$ cat config.mk
export PLATFORM = sky130hd
export DESIGN_NAME = calendar_month_grid_core
export DESIGN_NICKNAME = d
export VERILOG_FILES = /design/src/rtl/cmg_pkg.sv /design/src/rtl/cmg_front.sv /design/src/rtl/cmg_queue.sv /design/src/rtl/cmg_back.sv /design/src/rtl/calendar_month_grid_core.sv
export SDC_FILE = /design/constraint.sdc
export NUM_CORES = 1
export LEC_CHECK = 0
export ABC_AREA = 1
export BUFFER_PORTS_ARGS = -buffer_cell sky130_fd_sc_hd__buf_2
export CAP_MARGIN = 20
export CELL_PAD_IN_SITES_DETAIL_PLACEMENT = 1
export CELL_PAD_IN_SITES_GLOBAL_PLACEMENT = 1
export CORE_AREA = 2 2 291 293
export DETAILED_ROUTE_END_ITERATION = 12
export DIE_AREA = 0 0 293 295
export MAX_ROUTING_LAYER = met4
export PLACE_DENSITY = 0.56
export SYNTH_ARGS = -nofsm -noshare
export SYNTH_HDL_FRONTEND = slang
export SYNTH_SLANG_ARGS = --single-unit
$ cat constraint.sdc
create_clock -name i_clk -period 10.98 [get_ports i_clk]
set_input_delay 2.196 -clock i_clk [delete_from_list [all_inputs] [get_ports i_clk]]
set_output_delay 2.196 -clock i_clk [all_outputs]
set_load 0.01 [all_outputs]
$ cat src/rtl/cmg_pkg.sv
// ----------------------------------------------------------------------------
// cmg_pkg: shared types, constants and helpers of the month grid core
// request and cell words, queue entry layout, month length and month offsets
// ----------------------------------------------------------------------------
package cmg_pkg;

    localparam int GRID_CELLS_DEF = 42;

    localparam int YEAR_W  = 14;
    localparam int MONTH_W = 4;
    localparam int DAY_W   = 5;
    localparam int IDX_W   = 6;
    localparam int WS_W    = 3;
    localparam int LEAD_W  = 3;

    localparam logic [YEAR_W-1:0]  YEAR_MIN  = 14'd1;
    localparam logic [YEAR_W-1:0]  YEAR_MAX  = 14'd9999;
    localparam logic [MONTH_W-1:0] MONTH_JAN = 4'd1;
    localparam logic [MONTH_W-1:0] MONTH_FEB = 4'd2;
    localparam logic [MONTH_W-1:0] MONTH_MAR = 4'd3;
    localparam logic [MONTH_W-1:0] MONTH_DEC = 4'd12;
    localparam logic [WS_W-1:0]    WS_WRAP   = 3'd7;

    // floor(y / 100) as (y * RECIP100) >> SH100, exact for y below 43690
    localparam int PROD100_W = 28;
    localparam int RECIP100  = 5243;
    localparam int SH100     = 19;
    localparam int Q100_W    = 7;

    // floor(s / 7) as (s * RECIP7) >> SH7, exact for s below 43500
    localparam int SUM_W   = 15;
    localparam int PROD7_W = 30;
    localparam int RECIP7  = 18725;
    localparam int SH7     = 17;
    localparam int Q7_W    = 13;

    localparam int QUEUE_DEPTH = 2;
    localparam int QPTR_W      = $clog2(QUEUE_DEPTH);
    localparam int QCNT_W      = $clog2(QUEUE_DEPTH + 1);

    typedef struct packed {
        logic [YEAR_W-1:0]  req_year;
        logic [MONTH_W-1:0] req_month;
    } t_req;

    typedef struct packed {
        logic [YEAR_W-1:0]  cell_year;
        logic [MONTH_W-1:0] cell_month;
        logic [DAY_W-1:0]   cell_day;
        logic [IDX_W-1:0]   cell_index;
        logic               last_cell;
    } t_cell;

    // one classified request, as handed from the front to the back
    typedef struct packed {
        logic [YEAR_W-1:0]  y;
        logic [MONTH_W-1:0] m;
        logic [YEAR_W-1:0]  py;
        logic [MONTH_W-1:0] pm;
        logic [YEAR_W-1:0]  ny;
        logic [MONTH_W-1:0] nm;
        logic [DAY_W-1:0]   plen;
        logic [DAY_W-1:0]   len;
        logic [DAY_W-1:0]   nlen;
        logic [LEAD_W-1:0]  lead;
        logic               leap;
    } t_job;

    function automatic logic [2:0] month_offset(input logic [MONTH_W-1:0] m);
        logic [2:0] r;
        unique case (m)
            4'd1:    r = 3'd0;
            4'd2:    r = 3'd3;
            4'd3:    r = 3'd2;
            4'd4:    r = 3'd5;
            4'd5:    r = 3'd0;
            4'd6:    r = 3'd3;
            4'd7:    r = 3'd5;
            4'd8:    r = 3'd1;
            4'd9:    r = 3'd4;
            4'd10:   r = 3'd6;
            4'd11:   r = 3'd2;
            4'd12:   r = 3'd4;
            default: r = 3'd0;
        endcase
        return r;
    endfunction

    function automatic logic [DAY_W-1:0] month_len(input logic [MONTH_W-1:0] m,
                                                   input logic leap);
        logic [DAY_W-1:0] r;
        unique case (m)
            4'd2:                   r = leap ? 5'd29 : 5'd28;
            4'd4, 4'd6, 4'd9, 4'd11: r = 5'd30;
            default:                r = 5'd31;
        endcase
        return r;
    endfunction

endpackage

$ cat src/rtl/cmg_front.sv
// ----------------------------------------------------------------------------
// cmg_front: request classifier
// clamps the request, finds the weekday of the first, leap year and the
// neighbouring months, and hands one job word per request to the queue
// ----------------------------------------------------------------------------
module cmg_front (
    input  logic                       i_clk,
    input  logic                       i_rst_n,
    input  logic                       i_valid,
    output logic                       o_ready,
    input  cmg_pkg::t_req              i_req,
    input  logic [cmg_pkg::WS_W-1:0]   i_week_start,
    output logic                       o_job_valid,
    input  logic                       i_job_ready,
    output cmg_pkg::t_job              o_job
);

    localparam int YW = cmg_pkg::YEAR_W;
    localparam int MW = cmg_pkg::MONTH_W;

    // stage 1: clamped request
    logic          r_v1;
    logic [YW-1:0] r1_y, r1_yy, r1_ly;
    logic [MW-1:0] r1_m;
    // stage 2: products for the divisions by 100
    logic          r_v2;
    logic [YW-1:0] r2_y, r2_yy, r2_ly;
    logic [MW-1:0] r2_m;
    logic [cmg_pkg::PROD100_W-1:0] r2_pyy, r2_ply;
    // stage 3: weekday sum and leap flag
    logic          r_v3;
    logic [YW-1:0] r3_y;
    logic [MW-1:0] r3_m;
    logic [cmg_pkg::SUM_W-1:0] r3_s;
    logic          r3_leap;
    // stage 4: product for the modulo 7
    logic          r_v4;
    logic [YW-1:0] r4_y;
    logic [MW-1:0] r4_m;
    logic [cmg_pkg::SUM_W-1:0]   r4_s;
    logic [cmg_pkg::PROD7_W-1:0] r4_ps;
    logic          r4_leap;

    logic en1, en2, en3, en4;
    logic [YW-1:0] yc, yy, ly;
    logic [MW-1:0] mc;
    logic [cmg_pkg::Q100_W-1:0] q100y, q100l;
    logic [YW-1:0] r100;
    logic [cmg_pkg::SUM_W-1:0] s;
    logic [cmg_pkg::Q7_W-1:0] q7;
    logic [2:0] fw;
    logic [cmg_pkg::WS_W-1:0] wsm;
    logic [3:0] diff;
    cmg_pkg::t_job job;

    assign en4 = !r_v4 || i_job_ready;
    assign en3 = !r_v3 || en4;
    assign en2 = !r_v2 || en3;
    assign en1 = !r_v1 || en2;
    assign o_ready = en1;

    always_comb begin
        if (i_req.req_year < cmg_pkg::YEAR_MIN) begin
            yc = cmg_pkg::YEAR_MIN;
        end else if (i_req.req_year > cmg_pkg::YEAR_MAX) begin
            yc = cmg_pkg::YEAR_MAX;
        end else begin
            yc = i_req.req_year;
        end
        if (i_req.req_month < cmg_pkg::MONTH_JAN) begin
            mc = cmg_pkg::MONTH_JAN;
        end else if (i_req.req_month > cmg_pkg::MONTH_DEC) begin
            mc = cmg_pkg::MONTH_DEC;
        end else begin
            mc = i_req.req_month;
        end
        // weekday uses the year before for january and february
        yy = (mc < cmg_pkg::MONTH_MAR) ? yc - YW'(1) : yc;
        // the only february that needs the leap rule after december is next year's
        ly = (mc == cmg_pkg::MONTH_DEC) ? yc + YW'(1) : yc;
    end

    always_comb begin
        q100y = cmg_pkg::Q100_W'(r2_pyy >> cmg_pkg::SH100);
        q100l = cmg_pkg::Q100_W'(r2_ply >> cmg_pkg::SH100);
        s = cmg_pkg::SUM_W'(r2_yy) + cmg_pkg::SUM_W'(r2_yy >> 2)
            - cmg_pkg::SUM_W'(q100y) + cmg_pkg::SUM_W'(q100y >> 2)
            + cmg_pkg::SUM_W'(cmg_pkg::month_offset(r2_m)) + cmg_pkg::SUM_W'(1);
        r100 = r2_ly - YW'(YW'(q100l) * YW'(100));
    end

    always_ff @(posedge i_clk) begin
        if (!i_rst_n) begin
            r_v1 <= 1'b0;
            r_v2 <= 1'b0;
            r_v3 <= 1'b0;
            r_v4 <= 1'b0;
        end else begin
            if (en1) r_v1 <= i_valid;
            if (en2) r_v2 <= r_v1;
            if (en3) r_v3 <= r_v2;
            if (en4) r_v4 <= r_v3;
        end
    end

    always_ff @(posedge i_clk) begin
        if (en1) begin
            r1_y  <= yc;
            r1_m  <= mc;
            r1_yy <= yy;
            r1_ly <= ly;
        end
        if (en2) begin
            r2_y   <= r1_y;
            r2_m   <= r1_m;
            r2_yy  <= r1_yy;
            r2_ly  <= r1_ly;
            r2_pyy <= cmg_pkg::PROD100_W'(r1_yy) * cmg_pkg::PROD100_W'(cmg_pkg::RECIP100);
            r2_ply <= cmg_pkg::PROD100_W'(r1_ly) * cmg_pkg::PROD100_W'(cmg_pkg::RECIP100);
        end
        if (en3) begin
            r3_y    <= r2_y;
            r3_m    <= r2_m;
            r3_s    <= s;
            r3_leap <= (r100 == '0) ? (q100l[1:0] == 2'd0) : (r2_ly[1:0] == 2'd0);
        end
        if (en4) begin
            r4_y    <= r3_y;
            r4_m    <= r3_m;
            r4_s    <= r3_s;
            r4_ps   <= cmg_pkg::PROD7_W'(r3_s) * cmg_pkg::PROD7_W'(cmg_pkg::RECIP7);
            r4_leap <= r3_leap;
        end
    end

    always_comb begin
        q7   = cmg_pkg::Q7_W'(r4_ps >> cmg_pkg::SH7);
        fw   = 3'(r4_s - cmg_pkg::SUM_W'(cmg_pkg::SUM_W'(q7) * cmg_pkg::SUM_W'(7)));
        wsm  = (i_week_start == cmg_pkg::WS_WRAP) ? '0 : i_week_start;
        diff = {1'b0, fw} + 4'd7 - {1'b0, wsm};

        job      = '0;
        job.y    = r4_y;
        job.m    = r4_m;
        job.leap = r4_leap;
        job.lead = (diff >= 4'd7) ? 3'(diff - 4'd7) : 3'(diff);
        if (r4_m == cmg_pkg::MONTH_JAN) begin
            job.pm = cmg_pkg::MONTH_DEC;
            job.py = r4_y - YW'(1);
        end else begin
            job.pm = r4_m - MW'(1);
            job.py = r4_y;
        end
        if (r4_m == cmg_pkg::MONTH_DEC) begin
            job.nm = cmg_pkg::MONTH_JAN;
            job.ny = r4_y + YW'(1);
        end else begin
            job.nm = r4_m + MW'(1);
            job.ny = r4_y;
        end
        job.plen = cmg_pkg::month_len(job.pm, r4_leap);
        job.len  = cmg_pkg::month_len(r4_m, r4_leap);
        job.nlen = cmg_pkg::month_len(job.nm, r4_leap);
    end

    assign o_job_valid = r_v4;
    assign o_job       = job;

endmodule

$ cat src/rtl/cmg_queue.sv
// ----------------------------------------------------------------------------
// cmg_queue: job queue between front and back
// small register fifo, lets the front run ahead while the back emits cells
// ----------------------------------------------------------------------------
module cmg_queue (
    input  logic          i_clk,
    input  logic          i_rst_n,
    input  logic          i_push,
    output logic          o_ready,
    input  cmg_pkg::t_job i_job,
    input  logic          i_pop,
    output logic          o_valid,
    output cmg_pkg::t_job o_job
);

    cmg_pkg::t_job                 r_mem [cmg_pkg::QUEUE_DEPTH];
    logic [cmg_pkg::QPTR_W-1:0]    r_wp, r_rp;
    logic [cmg_pkg::QCNT_W-1:0]    r_cnt;
    logic                          wr, rd;

    assign o_ready = (r_cnt != cmg_pkg::QCNT_W'(cmg_pkg::QUEUE_DEPTH));
    assign o_valid = (r_cnt != '0);
    assign o_job   = r_mem[r_rp];
    assign wr      = i_push && o_ready;
    assign rd      = i_pop && o_valid;

    always_ff @(posedge i_clk) begin
        if (!i_rst_n) begin
            r_wp  <= '0;
            r_rp  <= '0;
            r_cnt <= '0;
        end else begin
            // depth is a power of two, pointers wrap on their own
            if (wr) r_wp <= r_wp + cmg_pkg::QPTR_W'(1);
            if (rd) r_rp <= r_rp + cmg_pkg::QPTR_W'(1);
            if (wr && !rd) begin
                r_cnt <= r_cnt + cmg_pkg::QCNT_W'(1);
            end else if (rd && !wr) begin
                r_cnt <= r_cnt - cmg_pkg::QCNT_W'(1);
            end
        end
    end

    always_ff @(posedge i_clk) begin
        if (wr) r_mem[r_wp] <= i_job;
    end

endmodule

$ cat src/rtl/cmg_back.sv
// ----------------------------------------------------------------------------
// cmg_back: cell sequencer
// walks a job over the grid, a cell per cycle unless stalled, into a register
// ----------------------------------------------------------------------------
module cmg_back #(
    parameter int GRID_CELLS = cmg_pkg::GRID_CELLS_DEF
) (
    input  logic          i_clk,
    input  logic          i_rst_n,
    input  logic          i_job_valid,
    output logic          o_job_pop,
    input  cmg_pkg::t_job i_job,
    output logic          o_valid,
    input  logic          i_ready,
    output cmg_pkg::t_cell o_cell
);

    localparam int YW = cmg_pkg::YEAR_W;
    localparam int MW = cmg_pkg::MONTH_W;
    localparam int DW = cmg_pkg::DAY_W;
    localparam int IW = cmg_pkg::IDX_W;
    localparam logic [IW-1:0] LAST_IDX = IW'(GRID_CELLS - 1);

    localparam logic [1:0] PH_PREV = 2'd0;
    localparam logic [1:0] PH_VIEW = 2'd1;
    localparam logic [1:0] PH_FILL = 2'd2;

    logic          r_busy, n_busy;
    logic [1:0]    r_phase, n_phase;
    logic [IW-1:0] r_k, n_k;
    logic [YW-1:0] r_y, n_y;
    logic [MW-1:0] r_m, n_m;
    logic [DW-1:0] r_d, n_d;
    logic [DW-1:0] r_len, n_len;
    cmg_pkg::t_job r_job, n_job;
    cmg_pkg::t_cell r_out;
    logic          r_out_valid;

    logic adv, last_now, load;
    logic [MW-1:0] fm;
    logic [YW-1:0] fy;

    assign adv      = !r_out_valid || i_ready;
    assign last_now = r_busy && (r_k == LAST_IDX);
    assign load     = i_job_valid && (!r_busy || (adv && last_now));
    assign o_job_pop = load;

    always_comb begin
        fm = (r_m == cmg_pkg::MONTH_DEC) ? cmg_pkg::MONTH_JAN : r_m + MW'(1);
        fy = (r_m == cmg_pkg::MONTH_DEC) ? r_y + YW'(1) : r_y;

        n_busy  = r_busy;
        n_phase = r_phase;
        n_k     = r_k;
        n_y     = r_y;
        n_m     = r_m;
        n_d     = r_d;
        n_len   = r_len;
        n_job   = r_job;

        if (load) begin
            n_busy = 1'b1;
            n_job  = i_job;
            n_k    = '0;
            if (i_job.lead != '0) begin
                n_phase = PH_PREV;
                n_y     = i_job.py;
                n_m     = i_job.pm;
                n_d     = i_job.plen - DW'(i_job.lead) + DW'(1);
                n_len   = i_job.plen;
            end else begin
                n_phase = PH_VIEW;
                n_y     = i_job.y;
                n_m     = i_job.m;
                n_d     = DW'(1);
                n_len   = i_job.len;
            end
        end else if (r_busy && adv) begin
            if (last_now) begin
                n_busy = 1'b0;
            end else begin
                n_k = r_k + IW'(1);
                if (r_d == r_len) begin
                    n_d = DW'(1);
                    unique case (r_phase)
                        PH_PREV: begin
                            n_phase = PH_VIEW;
                            n_y     = r_job.y;
                            n_m     = r_job.m;
                            n_len   = r_job.len;
                        end
                        PH_VIEW: begin
                            n_phase = PH_FILL;
                            n_y     = r_job.ny;
                            n_m     = r_job.nm;
                            n_len   = r_job.nlen;
                        end
                        default: begin
                            // long grids roll on past the next month
                            n_phase = PH_FILL;
                            n_y     = fy;
                            n_m     = fm;
                            n_len   = cmg_pkg::month_len(fm, r_job.leap);
                        end
                    endcase
                end else begin
                    n_d = r_d + DW'(1);
                end
            end
        end
    end

    always_ff @(posedge i_clk) begin
        if (!i_rst_n) begin
            r_busy      <= 1'b0;
            r_phase     <= PH_PREV;
            r_k         <= '0;
            r_out_valid <= 1'b0;
        end else begin
            r_busy  <= n_busy;
            r_phase <= n_phase;
            r_k     <= n_k;
            if (adv) r_out_valid <= r_busy;
        end
    end

    always_ff @(posedge i_clk) begin
        r_y   <= n_y;
        r_m   <= n_m;
        r_d   <= n_d;
        r_len <= n_len;
        r_job <= n_job;
        if (adv && r_busy) begin
            r_out.cell_year  <= r_y;
            r_out.cell_month <= r_m;
            r_out.cell_day   <= r_d;
            r_out.cell_index <= r_k;
            r_out.last_cell  <= last_now;
        end
    end

    assign o_valid = r_out_valid;
    assign o_cell  = r_out;

endmodule

$ cat src/rtl/calendar_month_grid_core.sv
// ----------------------------------------------------------------------------
// calendar_month_grid_core: month calendar grid generator
// path: front stages, queue, back sequencer, output register, in that order
// throughput: one cell per cycle unless the output stalls, GRID_CELLS cells
//   per request, set by the back sequencer that emits one cell word per cycle
// the front takes new requests while the back works, up to a 2-job queue
// reset: synchronous active low, clears pipeline, queue, output, week_start
// ----------------------------------------------------------------------------
module calendar_month_grid_core #(
    parameter int GRID_CELLS = cmg_pkg::GRID_CELLS_DEF
) (
    input  logic                     i_clk,
    input  logic                     i_rst_n,
    input  logic                     i_valid,
    output logic                     o_ready,
    input  cmg_pkg::t_req            i_req,
    output logic                     o_valid,
    input  logic                     i_ready,
    output cmg_pkg::t_cell           o_cell,
    input  logic                     i_cfg_valid,
    output logic                     o_cfg_ready,
    input  logic [cmg_pkg::WS_W-1:0] i_cfg_data
);

    logic [cmg_pkg::WS_W-1:0] r_week_start;
    logic          f_valid, q_ready, q_valid, q_pop;
    cmg_pkg::t_job f_job, q_job;

    assign o_cfg_ready = 1'b1;

    always_ff @(posedge i_clk) begin
        if (!i_rst_n) begin
            r_week_start <= '0;
        end else if (i_cfg_valid) begin
            r_week_start <= i_cfg_data;
        end
    end

    cmg_front u_front (
        .i_clk        (i_clk),
        .i_rst_n      (i_rst_n),
        .i_valid      (i_valid),
        .o_ready      (o_ready),
        .i_req        (i_req),
        .i_week_start (r_week_start),
        .o_job_valid  (f_valid),
        .i_job_ready  (q_ready),
        .o_job        (f_job)
    );

    cmg_queue u_queue (
        .i_clk   (i_clk),
        .i_rst_n (i_rst_n),
        .i_push  (f_valid),
        .o_ready (q_ready),
        .i_job   (f_job),
        .i_pop   (q_pop),
        .o_valid (q_valid),
        .o_job   (q_job)
    );

    cmg_back #(
        .GRID_CELLS (GRID_CELLS)
    ) u_back (
        .i_clk       (i_clk),
        .i_rst_n     (i_rst_n),
        .i_job_valid (q_valid),
        .o_job_pop   (q_pop),
        .i_job       (q_job),
        .o_valid     (o_valid),
        .i_ready     (i_ready),
        .o_cell      (o_cell)
    );

    // cells of one grid come without gaps and in index order
    a_index_step: assert property (@(posedge i_clk) disable iff (!i_rst_n)
        (o_valid && i_ready && !o_cell.last_cell) |=>
            (o_valid && o_cell.cell_index ==
                cmg_pkg::IDX_W'($past(o_cell.cell_index) + 1)))
        else $error("cell index did not step");

    a_last_flag: assert property (@(posedge i_clk) disable iff (!i_rst_n)
        o_valid |-> (o_cell.last_cell ==
            (o_cell.cell_index == cmg_pkg::IDX_W'(GRID_CELLS - 1))))
        else $error("last cell flag wrong");

    a_new_grid: assert property (@(posedge i_clk) disable iff (!i_rst_n)
        (o_valid && i_ready && o_cell.last_cell) |=>
            (!o_valid || o_cell.cell_index == '0))
        else $error("grid did not restart at index zero");

    a_day_range: assert property (@(posedge i_clk) disable iff (!i_rst_n)
        o_valid |-> (o_cell.cell_day != '0))
        else $error("day zero emitted");

endmodule

==> results.yml <==
min_path:
  holdPathStages: 0
  hold_class: "reg -> reg"
  min-delay-start: "u_front.r3_y[0]$_DFFE_PP_"
  worstHoldEndpoint: "u_front.r4_y[0]$_DFFE_PP_"
synthesis:
  synth_enable_flop_cells: 389
  yosysTopAreaCell: "edfxtp_1"
  yosys.area.top_type_share_pct: 40.3
  seq_area_frac_synth_pct: 42.0
  synth_seq_cells: 414
  post_synth_num_cell_types: 59
  ys_async_sr_fraction_pct: 0
  synth.area.top_cells: "edfxtp_1 (40%), ha_1 (16%), fa_1 (12%), inv_1 (7.2%), nand2_1 (7.1%)"
  synth_common_cells: "inv_1 (557), nand2_1 (551), edfxtp_1 (389)"
  yosys_warnings: 0
  postSynthNetCount: 3422
  yosysMostFrequentCell: "inv_1"
  syn_avg_cell_area_um2: 10.2
  syn_area_um2: 29000
  synthCells: 2856
  synthFlopType: "edfxtp_1"
global_route:
  overflow: 0
  grt_antenna_before_repair: 0
  grt_pass1_wl_um: 112000
  grt.total_usage_pct: 16.7
  grt_max_degree: 76
  grt_pass1_vias: 20800
floorplanning:
  die_h_um: 295
  start_util_pct: 34.9
  die_width_um: 293
  die_area_um2: 86400
  core_um2: 83200
  rows: 106
  boundaryPins: 59
worst_setup_path:
  r2r_start: "u_front.r1_yy[11]$_DFFE_PP_"
  cp_num_buf_inv: 4
  crit_fanout: 65
  reg2reg_slack_ns: 6.02
  path_cells: "inv_1 > nand3_2 > nor2_1 > nand2_2 > buf_4 > inv_1 > nand2_2 > buf_2"
  cp.arrival_ns: 3.18
  path_class: "reg -> out"
  required_ns: 8.78
  crit_family: "buffers and inverters"
  r2r_end: "u_front.r2_pyy[22]$_DFFE_PN_"
  worst_setup_path_start_kind: "register"
  max_stage_delay_ns: 0.67
  rr_worst_depth: 17
  cp-end-kind: "output pin"
  slowest_stage: "buf_4"
routing:
  drtIter0Drc: 766
  vias_per_cell: 4.75
  ant_nets: 0
  wl_um: 68000
  wire_per_inst_um: 16.8
  vias: 19300
  drc_errors: 0
  first_pass_iters: 5
placed_design:
  numPortBuffers: 57
  gp_congestion: 0.815
  dp.final_hpwl_um: 54800
  placed_cells: 3969
sta:
  finClkSkew_ns: 0.0164
  tightest_slew_ns: 0.935
  setup_viol: 0
  slew_violations: 0
  finalCritPeriodShare_pct: 49.0
  tns_ns: 0
  final_hold_viol_count: 0
  slew_headroom_pct: 37.5
  fmax_mhz: 186
  rsz0062_at_grt: "no"
  fin_crit_ns: 5.38
clocking:
  cts_tree: "built"
  cts_root_buf: "clkbuf_16"
  clk_pin_slew_worst_paths_ns: 0.06
  clk_latency_ns: 0.59
  cts_setup_buffers: 0
  ctsResizeCount: 0
  cts_made_buffers: 48
  h-tree-depth: 2
  hold_buffers: 0
  numClockSinks: 414
  clock_path_buffers: 3
cells_and_area:
  num_antenna_cells: 0
  nFillCells: 9263
  area_delta_synth_final_pct: 10.6
  layoutNonFillerInstCount: 4055
  drive_gt1_share_pct: 6.39
  fin_nets: 3505
outcome:
  status: "completed"
run:
  cap_violations: 0
==> worst reg2reg max path, stage by stage, from the launching register on <==
cell	delay, ns
edfxtp_1	0.56
inv_1	0.16
fa_1	0.56
inv_1	0.04
ha_1	0.26
inv_1	0.04
fa_1	0.48
inv_1	0.06
fa_1	0.52
inv_1	0.06
fa_1	0.54
inv_1	0.04
ha_1	0.32
nand2_1	0.12
nor3b_1	0.32
nand3_1	0.12
o211ai_1	0.33
xor2_1	0.15
==> final cells by class <==
class | instances | area, µm² | area share [%]
Inverter | 568 | 2130 | 6.65
Sequential cell | 414 | 12200 | 38.0
Clock buffer | 62 | 1310 | 4.07
Clock inverter | 24 | 178 | 0.554
Tap cell | 1080 | 1350 | 4.21
Multi-Input combinational cell | 1841 | 14600 | 45.4
Timing Repair Buffer | 66 | 353 | 1.10
==> state kept, by name (all words and copies together), names as in the netlist, 4 cells and up, named ones only <==
register / count
u_front.r3_m: 4
u_front.r4_y: 14
u_front.r4_m: 4
u_front.r1_yy: 14
u_front.r2_m: 4
u_back.r_job: 41
u_back.r_y: 14
u_queue.r_mem: 128
u_front.r1_m: 4
u_front.r1_y: 14
u_front.r2_ply: 7
u_back.o_cell: 30
u_back.r_k: 6
u_front.r3_s: 15
u_back.r_m: 4
u_front.r2_ly: 14
u_front.r2_pyy: 7
u_front.r4_ps: 5
u_front.r2_y: 14
u_back.r_d: 5
u_front.r1_ly: 14
u_front.r3_y: 14
u_front.r2_yy: 14
==> kinds of logic after synthesis <==
family,synth area share [%]
and+or+nand+nor,13.5
buffers and inverters,7.87
adders and majority gates,27.8
DFF,42.0
AOI/OAI and AO/OA,5.66
xor gates and xnor gates,3.08
muxes,0.0734
other,0.0129
==> placed cells by master (no fill, tap or decap), types with 4 or more instances in the layout <==
master,Yosys,layout
a21o_1,16,16
buf_4,3,9
clkinv_2,0,7
o31ai_1,6,6
nand2_1,551,550
o21bai_1,5,5
fa_1,173,173
xnor2_1,32,32
o21ai_0,79,79
or2_2,4,4
inv_1,557,557
clkbuf_1,16,10
nand2_2,8,9
nand3b_1,4,4
a41oi_1,4,4
a31oi_1,15,15
dfxtp_1,25,24
buf_2,6,57
xor2_1,70,70
nor4_1,5,5
nor2_4,4,7
a22o_1,10,10
a21oi_1,101,101
nand3_1,107,107
clkinv_1,0,10
ha_1,367,367
a32oi_1,6,6
clkbuf_16,0,49
o211ai_1,7,7
nand4_1,34,34
edfxtp_1,389,389
nor2_1,161,157
nor2_2,6,7
a211oi_1,6,6
inv_2,11,11
o21ai_1,5,5
nor3_1,16,16
==> layer usage <==
metal	GRT usage [%]	vias up	part of all wire, %
li1	-	9536	-
met4	3.36	0	1.7
met2	28.0	197	48
met5	-	-	0
met3	2.11	71	2.6
met1	21.8	9446	48
==> how the worst max path moves through the flow <==
stage	from	end	depth (start not counted)
floorplan	i_ready	u_back.r_y[0]$_DFFE_PP_	8
global placement	i_ready	u_back.r_y[10]$_DFFE_PP_	9
detailed placement	i_ready	u_back.r_y[12]$_DFFE_PP_	9
CTS	u_queue.r_cnt[0]$_SDFFE_PN0P_	o_ready	8
global route	u_queue.r_cnt[0]$_SDFFE_PN0P_	o_ready	8
finish	u_queue.r_cnt[0]$_SDFFE_PN0P_	o_ready	8
==> stage by stage <==
step           hold slack, ns  cell area, µm²  utilization [%]  worst slack (ns)
6_report                0.409           32100             38.6              5.60
5_1_grt                 0.423           32100             38.6              5.19
4_1_cts                 0.415           32100             38.6              5.46
3_5_place_dp            0.406           30600             36.8              5.86
3_3_place_gp            0.408           30600             36.8              5.96
2_1_floorplan           0.400           29000                -              5.61
Power is left out: the tool's default activity adds up to more than one toggle a clock period on the data nets, which glitch-free logic cannot reach.
